**src/rtl/sps_pkg.sv**
```systemverilog
// ----------------------------------------------------------------------------
// sps_pkg - shared types and constants of the sine PWM pulse sequencer
// Item codes, phase and half-wave encodings, configuration register indexes
// and the structs passed between the core, the pulse-width table and the top.
// ----------------------------------------------------------------------------
`default_nettype none

package sps_pkg;

    localparam int TABLE_DEPTH = 64;
    localparam int IDX_W       = 6;
    localparam int POS_W       = 7;
    localparam int WIDTH_W     = 16;
    localparam int CFG_IDX_W   = 2;

    typedef enum logic [1:0] {
        ACT_TICK  = 2'd0,
        ACT_WRITE = 2'd1,
        ACT_START = 2'd2,
        ACT_STOP  = 2'd3
    } t_action;

    typedef enum logic [1:0] {
        PH_IDLE  = 2'd0,
        PH_GAP   = 2'd1,
        PH_PULSE = 2'd2
    } t_phase;

    typedef enum logic [1:0] {
        SG_STOP = 2'd0,
        SG_POS  = 2'd1,
        SG_NEG  = 2'd2
    } t_sign;

    localparam logic [CFG_IDX_W-1:0] CFG_TABLE_LENGTH   = 2'd0;
    localparam logic [CFG_IDX_W-1:0] CFG_CARRIER_PERIOD = 2'd1;

    typedef struct packed {
        logic               wr_en;
        logic [IDX_W-1:0]   wr_idx;
        logic [WIDTH_W-1:0] wr_data;
        logic [IDX_W-1:0]   rd_idx;
    } t_tbl_req;

    typedef struct packed {
        logic [WIDTH_W-1:0] rd_pos;   // entry at the current position
        logic [WIDTH_W-1:0] rd_zero;  // entry 0, used on wrap
    } t_tbl_rd;

    typedef struct packed {
        logic             pulse_level;
        logic             polarity_level;
        logic             running;
        logic [POS_W-1:0] table_position;
    } t_result;

endpackage

`default_nettype wire

```
**src/rtl/sine_pwm_pulse_sequencer.sv**
```systemverilog
// Latency: a result appears on m_axis in the cycle after its input transfer.
// Throughput: one item per cycle; input ready follows the output register
// (ready while it is empty or being emptied in the same cycle).
// Reset (synchronous, active low): stopped, position 0, table_length 1,
// carrier_period 500. The pulse-width table is not cleared.
// ----------------------------------------------------------------------------
// sine_pwm_pulse_sequencer - single-pin sinusoidal PWM with H-bridge polarity
// Stream in of tick, table write, start and stop items; one status result out
// per item through an output register.
// ----------------------------------------------------------------------------
`default_nettype none

module sine_pwm_pulse_sequencer
    import sps_pkg::*;
(
    input  wire logic                 i_clk,
    input  wire logic                 i_rst_n,
    input  wire logic                 i_cfg_valid,
    output logic                      o_cfg_ready,
    input  wire logic [CFG_IDX_W-1:0] i_cfg_index,
    input  wire logic [WIDTH_W-1:0]   i_cfg_data,
    input  wire logic                 s_axis_tvalid,
    output logic                      s_axis_tready,
    input  wire logic [23:0]          s_axis_tdata,  // entry_index, entry_value, 2'b0
    input  wire logic [1:0]           s_axis_tuser,  // action
    output logic                      m_axis_tvalid,
    input  wire logic                 m_axis_tready,
    output logic [15:0]               m_axis_tdata   // pulse_level, polarity_level,
                                                     // running, table_position, 6'b0
);

    t_tbl_req req;
    t_tbl_rd  rd;
    t_result  res;
    t_result  r_out;
    logic     r_out_valid, n_out_valid;
    logic     accept;

    assign o_cfg_ready   = 1'b1;
    assign s_axis_tready = !r_out_valid || m_axis_tready;
    assign accept        = s_axis_tvalid && s_axis_tready;

    sps_core u_core (
        .i_clk         (i_clk),
        .i_rst_n       (i_rst_n),
        .i_cfg_valid   (i_cfg_valid),
        .i_cfg_index   (i_cfg_index),
        .i_cfg_data    (i_cfg_data),
        .i_accept      (accept),
        .i_action      (t_action'(s_axis_tuser)),
        .i_entry_index (s_axis_tdata[IDX_W-1:0]),
        .i_entry_value (s_axis_tdata[IDX_W+WIDTH_W-1:IDX_W]),
        .i_rd          (rd),
        .o_req         (req),
        .o_res         (res)
    );

    sps_table u_table (
        .i_clk (i_clk),
        .i_req (req),
        .o_rd  (rd)
    );

    always_comb begin
        n_out_valid = r_out_valid;
        if (accept) begin
            n_out_valid = 1'b1;
        end else if (m_axis_tready) begin
            n_out_valid = 1'b0;
        end
    end

    always_ff @(posedge i_clk) begin
        if (!i_rst_n) begin
            r_out_valid <= 1'b0;
        end else begin
            r_out_valid <= n_out_valid;
        end
    end

    always_ff @(posedge i_clk) begin
        if (accept) begin
            r_out <= res;
        end
    end

    assign m_axis_tvalid = r_out_valid;
    assign m_axis_tdata  = {6'b0, r_out.table_position, r_out.running,
                            r_out.polarity_level, r_out.pulse_level};

    a_result_follows: assert property (@(posedge i_clk) disable iff (!i_rst_n)
        accept |=> m_axis_tvalid)
        else $error("transfer in without a result out");

endmodule

`default_nettype wire

```
**src/rtl/sps_table.sv**
```systemverilog
// ----------------------------------------------------------------------------
// sps_table - pulse-width table
// Single write port, two registered read ports: one tracks the current
// position, one holds entry 0 for the wrap. Same-cycle writes are forwarded.
// ----------------------------------------------------------------------------
`default_nettype none

module sps_table
    import sps_pkg::*;
(
    input  wire logic     i_clk,
    input  wire t_tbl_req i_req,
    output t_tbl_rd       o_rd
);

    logic [WIDTH_W-1:0] r_mem [TABLE_DEPTH];
    logic [WIDTH_W-1:0] r_rd_pos;
    logic [WIDTH_W-1:0] r_rd_zero;

    always_ff @(posedge i_clk) begin
        if (i_req.wr_en) begin
            r_mem[i_req.wr_idx] <= i_req.wr_data;
        end
    end

    // read every cycle so the data always matches the position register
    always_ff @(posedge i_clk) begin
        if (i_req.wr_en && (i_req.wr_idx == i_req.rd_idx)) begin
            r_rd_pos <= i_req.wr_data;
        end else begin
            r_rd_pos <= r_mem[i_req.rd_idx];
        end
        if (i_req.wr_en && (i_req.wr_idx == '0)) begin
            r_rd_zero <= i_req.wr_data;
        end else begin
            r_rd_zero <= r_mem[0];
        end
    end

    assign o_rd.rd_pos  = r_rd_pos;
    assign o_rd.rd_zero = r_rd_zero;

endmodule

`default_nettype wire

```
**src/rtl/sps_core.sv**
```systemverilog
// ----------------------------------------------------------------------------
// sps_core - sequencer state and configuration registers
// Applies one item per cycle: tick, table write, start or stop. Gap and
// pulse timing share one saturating tick counter.
// ----------------------------------------------------------------------------
`default_nettype none

module sps_core
    import sps_pkg::*;
(
    input  wire logic                 i_clk,
    input  wire logic                 i_rst_n,
    input  wire logic                 i_cfg_valid,
    input  wire logic [CFG_IDX_W-1:0] i_cfg_index,
    input  wire logic [WIDTH_W-1:0]   i_cfg_data,
    input  wire logic                 i_accept,
    input  wire t_action              i_action,
    input  wire logic [IDX_W-1:0]     i_entry_index,
    input  wire logic [WIDTH_W-1:0]   i_entry_value,
    input  wire t_tbl_rd              i_rd,
    output t_tbl_req                  o_req,
    output t_result                   o_res
);

    localparam logic [POS_W-1:0] DEPTH_L = POS_W'(TABLE_DEPTH);

    t_phase             r_phase, n_phase;
    t_sign              r_sign, n_sign;
    logic [WIDTH_W-1:0] r_cnt, n_cnt;
    logic [WIDTH_W-1:0] r_width, n_width;
    logic [POS_W-1:0]   r_pos, n_pos;
    logic               r_pin, n_pin;
    logic [POS_W-1:0]   r_table_length;
    logic [WIDTH_W-1:0] r_carrier_period;

    logic [POS_W-1:0]   eff_len;
    logic [WIDTH_W-1:0] gap_lim;
    logic [WIDTH_W-1:0] pulse_lim;
    logic [WIDTH_W-1:0] cnt_inc;
    logic               wrap;

    always_ff @(posedge i_clk) begin
        if (!i_rst_n) begin
            r_table_length   <= POS_W'(1);
            r_carrier_period <= WIDTH_W'(500);
        end else if (i_cfg_valid) begin
            case (i_cfg_index)
                CFG_TABLE_LENGTH:   r_table_length   <= i_cfg_data[POS_W-1:0];
                CFG_CARRIER_PERIOD: r_carrier_period <= i_cfg_data;
                default: ;
            endcase
        end
    end

    always_ff @(posedge i_clk) begin
        if (!i_rst_n) begin
            r_phase <= PH_IDLE;
            r_sign  <= SG_STOP;
            r_cnt   <= '0;
            r_width <= '0;
            r_pos   <= '0;
            r_pin   <= 1'b0;
        end else begin
            r_phase <= n_phase;
            r_sign  <= n_sign;
            r_cnt   <= n_cnt;
            r_width <= n_width;
            r_pos   <= n_pos;
            r_pin   <= n_pin;
        end
    end

    always_comb begin
        if (r_table_length == '0) begin
            eff_len = POS_W'(1);
        end else if (r_table_length > DEPTH_L) begin
            eff_len = DEPTH_L;
        end else begin
            eff_len = r_table_length;
        end
        gap_lim   = (r_carrier_period == '0) ? WIDTH_W'(1) : r_carrier_period;
        pulse_lim = (r_width == '0) ? WIDTH_W'(1) : r_width;
        cnt_inc   = (r_cnt == '1) ? r_cnt : r_cnt + WIDTH_W'(1);
        wrap      = (r_pos >= eff_len);
    end

    always_comb begin
        n_phase       = r_phase;
        n_sign        = r_sign;
        n_cnt         = r_cnt;
        n_width       = r_width;
        n_pos         = r_pos;
        n_pin         = r_pin;
        o_req.wr_en   = 1'b0;
        o_req.wr_idx  = i_entry_index;
        o_req.wr_data = i_entry_value;
        if (i_accept) begin
            case (i_action)
                ACT_TICK: begin
                    case (r_phase)
                        PH_GAP: begin
                            if (cnt_inc >= gap_lim) begin
                                // take the next entry, wrapping into the other half
                                if (wrap) begin
                                    n_pos   = POS_W'(1);
                                    n_sign  = (r_sign == SG_POS) ? SG_NEG : SG_POS;
                                    n_width = i_rd.rd_zero;
                                end else begin
                                    n_pos   = r_pos + POS_W'(1);
                                    n_width = i_rd.rd_pos;
                                end
                                n_pin   = 1'b1;
                                n_cnt   = '0;
                                n_phase = PH_PULSE;
                            end else begin
                                n_cnt = cnt_inc;
                            end
                        end
                        PH_PULSE: begin
                            if (cnt_inc >= pulse_lim) begin
                                n_pin   = 1'b0;
                                n_cnt   = '0;
                                n_phase = PH_GAP;
                            end else begin
                                n_cnt = cnt_inc;
                            end
                        end
                        default: ;
                    endcase
                end
                ACT_WRITE: begin
                    o_req.wr_en = 1'b1;
                end
                ACT_START: begin
                    // preload so the first gap ends on the next tick
                    n_pos   = '0;
                    n_sign  = SG_POS;
                    n_pin   = 1'b0;
                    n_width = '0;
                    n_phase = PH_GAP;
                    n_cnt   = (r_carrier_period == '0) ? '0
                                                       : r_carrier_period - WIDTH_W'(1);
                end
                default: begin
                    n_phase = PH_IDLE;
                    n_pin   = 1'b0;
                    n_sign  = SG_STOP;
                    n_cnt   = '0;
                end
            endcase
        end
        o_req.rd_idx = n_pos[IDX_W-1:0];
    end

    assign o_res.pulse_level    = n_pin;
    assign o_res.polarity_level = (n_sign == SG_POS);
    assign o_res.running        = (n_phase != PH_IDLE);
    assign o_res.table_position = n_pos;

    a_idle_quiet: assert property (@(posedge i_clk) disable iff (!i_rst_n)
        (r_phase == PH_IDLE) |-> (!r_pin && (r_sign == SG_STOP)))
        else $error("idle with pulse or polarity active");

    a_pin_phase: assert property (@(posedge i_clk) disable iff (!i_rst_n)
        (r_pin == (r_phase == PH_PULSE)))
        else $error("pulse pin disagrees with phase");

    a_pos_range: assert property (@(posedge i_clk) disable iff (!i_rst_n)
        (r_pos <= DEPTH_L))
        else $error("position beyond table depth");

    a_pulse_start: assert property (@(posedge i_clk) disable iff (!i_rst_n)
        $rose(r_pin) |-> ((r_pos != '0) && (r_cnt == '0)))
        else $error("pulse began without advancing position");

endmodule

`default_nettype wire

```
**config.mk**
```make
export PLATFORM = sky130hd
export DESIGN_NAME = sine_pwm_pulse_sequencer
export DESIGN_NICKNAME = d
export VERILOG_FILES = /design/src/rtl/sps_pkg.sv /design/src/rtl/sine_pwm_pulse_sequencer.sv /design/src/rtl/sps_table.sv /design/src/rtl/sps_core.sv
export SDC_FILE = /design/constraint.sdc
export NUM_CORES = 1
export LEC_CHECK = 0
export BUFFER_PORTS_ARGS = -buffer_cell sky130_fd_sc_hd__buf_2
export CAP_MARGIN = 20
export CORE_MARGIN = 5
export CORE_UTILIZATION = 35
export DETAILED_ROUTE_END_ITERATION = 16
export GPL_TIMING_DRIVEN = 0
export HOLD_SLACK_MARGIN = 0.06
export PLACE_DENSITY = 0.6
export SLEW_MARGIN = 20
export SYNTH_ARGS = -nofsm -noshare
export SYNTH_HDL_FRONTEND = slang
export SYNTH_SLANG_ARGS = --single-unit
```
**constraint.sdc**
```tcl
create_clock -name i_clk -period 9.5 [get_ports i_clk]
set_clock_uncertainty 0.05 [all_clocks]
set_input_delay 1.9 -clock i_clk [delete_from_list [all_inputs] [get_ports i_clk]]
set_output_delay 1.9 -clock i_clk [all_outputs]
set_load 0.01 [all_outputs]
```
==> results.sh <==
export IMPL_clk_pin_slew_worst_paths_ps=60
export IMPL_via_count=22490
export IMPL_p_sw_mw=2.006
export IMPL_finalHoldViolCount=0
export IMPL_postSynth_asyncResetShare_pct=0
export IMPL_outcome="complete, no violations"
export IMPL_switching_share_pct=20.48
export IMPL_cts_resized=0
export IMPL_syn_to_final_growth_pct=15.32
export IMPL_ys_warn_count=0
export IMPL_cts_root_buf="clkbuf_16"
export IMPL_p_leak_nw=15.54
export IMPL_crit_fanout=19
export IMPL_endpoint_kind="flop"
export IMPL_synth_flop_cell="edfxtp_1"
export IMPL_grt_use_total_pct=16.74
export IMPL_core_area_um2=125600
export IMPL_finalCritPeriodShare_pct=53.96
export IMPL_p_int_mw=7.788
export IMPL_final_util_pct=40.64
export IMPL_p_seq_share_pct=54.7
export IMPL_ctsHtreeMaxLevel=3
export IMPL_synth_edf_count=1034
export IMPL_cp_required_ps=9770
export IMPL_dr_first_iter_drc_count=2491
export IMPL_via_per_inst=5.440
export IMPL_fin_hold_ws_ps=407.6
export IMPL_yosysSeqAreaShare_pct=73.51
export IMPL_ff2ff_path_depth=17
export IMPL_antenna_left=0
export IMPL_clock_sinks=1108
export IMPL_num_rows=130
export IMPL_grt_max_degree=65
export IMPL_post_drt_wl_per_cell_um=27.03
export IMPL_peakVddDrop_mv=0.1412
export IMPL_portBuffers=55
export IMPL_synth_seq_cells=1108
export IMPL_slew_viol_final=0
export IMPL_max_freq_ghz=0.1951
export IMPL_rsz0062_at_grt="no"
export IMPL_cp_data_arrival_time_ps=5390
export IMPL_relSlewSlack_pct=26.61
export IMPL_gp_congestion=0.8371
export IMPL_grt_pass1_wl_um=161500
export IMPL_hpwl_um=74680
export IMPL_fill_cells=11040
export IMPL_finalSetupViolations=0
export IMPL_cts_tree="yes"
export IMPL_p_clk_share_pct=42.8
export IMPL_start_kind="input port"
export IMPL_grt_overflow=0
export IMPL_path_class="input port to flop"
export IMPL_synth_cells=2159
export IMPL_fin_setup_tns_ps=0
export IMPL_first_global_vias=22990
export IMPL_worstHoldPathType="flop to flop"
export IMPL_io_pins=68
export IMPL_dieWidth_um=365.6
export IMPL_drive_above_1_share_pct=29.37
export IMPL_totalWireLength_um=111700
export IMPL_initial_utilization_pct=35.24
export IMPL_cts_buffer_depth=3
export IMPL_p_comb_share_pct=2.6
export IMPL_drc=0
export IMPL_powerDensity_nw_per_um2=191.9
export IMPL_nNetsFinal=2483
export IMPL_antenna_found_initial=8
export IMPL_chipHeight_um=365.6
export IMPL_cts_made_buffers=107
export IMPL_maxCapViolations=0
export IMPL_worstHoldPathCells=2
export IMPL_dr_pass1_iters=8
export IMPL_final_common_cell="edfxtp_1"
export IMPL_tightest_slew_ps=1098
export IMPL_die_area_um2=133700
export IMPL_cts_setup_buffers=0
export IMPL_final_cell_mix="edfxtp_1, mux4_2, clkbuf_16, nand2_1, clkbuf_1"
export IMPL_synth_cell_types=67
export IMPL_avgSynthCellArea_um2=20.50
export IMPL_post_route_min_period_ps=5126
export IMPL_syn_area_um2=44250
export IMPL_clk_latency_ps=710
export IMPL_hold_buffers=0
cells in the mapped netlist, drive strengths merged, types with 4 or more instances:
cell,number,share of area [%]
a221o,4,0.090
o21a,5,0.10
nor3,15,0.20
o21ai,40,0.46
nand2,90,0.76
buf,49,0.61
o211ai,13,0.23
nor3b,4,0.068
edfxtp,1034,70
nand3,28,0.33
ha,41,1.2
clkbuf,59,0.51
nor2b,7,0.099
dfxtp,74,3.3
a221oi,7,0.14
inv,47,0.40
a21o,5,0.085
xnor2,18,0.36
and3,11,0.16
nand4,13,0.22
a21oi,33,0.37
o31ai,7,0.12
mux4,336,17
nor4,8,0.15
nand3b,7,0.12
nor2,113,0.96
and2,8,0.11
or2,8,0.11
nand2b,9,0.13
mux2i,25,0.57
xor2,4,0.079
power by group through the flow:
stage / registers (mW) / logic (mW) / clock network [mW]
6_report: 5.35 / 0.251 / 4.19
5_1_grt: 5.35 / 0.273 / 4.48
4_1_cts: 5.35 / 0.253 / 4.27
3_5_place_dp: 5.46 / 0.253 / 0
3_3_place_gp: 5.46 / 0.236 / 0
2_1_floorplan: 5.46 / 0.107 / 0
cell families after synthesis:
kind of cell,count (synthesis),share of synthesized area [%]
DFF,1108,73.51
and+or+nand+nor,330,3.571
muxes,361,17.66
AOI/OAI and AO/OA,140,2.132
adders and majority gates,41,1.159
buffers and inverters,155,1.513
other,2,0.01697
xor gates and xnor gates,22,0.4354
area by class of cell:
class / instances / area, µm² / area share (%)
Buffer: 108 / 496.7 / 0.9733
Timing Repair Buffer: 120 / 1102 / 2.160
Multi-Input combinational cell: 901 / 11230 / 22.01
Sequential cell: 1108 / 32530 / 63.74
Inverter: 47 / 176.4 / 0.3457
Tap cell: 1650 / 2064 / 4.045
Clock inverter: 58 / 600.6 / 1.177
Antenna cell: 4 / 10.01 / 0.01961
Clock buffer: 137 / 2821 / 5.528
metal layers:
layer	share of wire, %	track usage (%)	vias to the layer above
met5	0	0	-
met2	49	27.91	893
met1	41	22.67	12040
met4	2.1	4.108	0
li1	-	-	9417
met3	7.7	3.496	139
per-stage QoR:
step / setup WS, ps / cell area [µm²] / instances / power (mW)
after global placement: 3265 / 46610 / 3869 / 5.696
after detailed placement: 3728 / 47590 / 3934 / 5.712
after floorplan: 5104 / 44270 / 2164 / 5.564
final: 4374 / 51040 / 4133 / 9.795
after global routing: 4214 / 51030 / 4129 / 10.11
after CTS: 4487 / 51010 / 4129 / 9.880
path summary, 6_finish.rpt:
path              slack [ps]                          end                         from
hold reg to reg          410  u_core.r_carrier_period[15]  u_core.r_carrier_period[15]
setup / recovery        4370         u_table.r_mem[30][0]                m_axis_tready
setup reg to reg        4570              u_core.r_cnt[0]              u_core.r_cnt[0]
hold / removal           410  u_core.r_carrier_period[15]  u_core.r_carrier_period[15]
flip-flops by register name, indices dropped and copies added, names as in the netlist, named ones only:
signal	count
m_axis_tdata	10
m_axis_tvalid	1
u_core.r_carrier_period	16
u_core.r_cnt	16
u_core.r_phase	2
u_core.r_pin	1
u_core.r_pos	7
u_core.r_sign	2
u_core.r_table_length	7
u_core.r_width	16
u_table.r_mem	1024
worst max-delay path, stage by stage:
cell	delay [ps]
buf_2	70
nand2b_1	120
and2_1	130
clkbuf_1	700
nand2_1	100
nor2_1	410
nand3_1	860
nor2_2	1080
No activity file was read; power rests on OpenSTA's default activity.
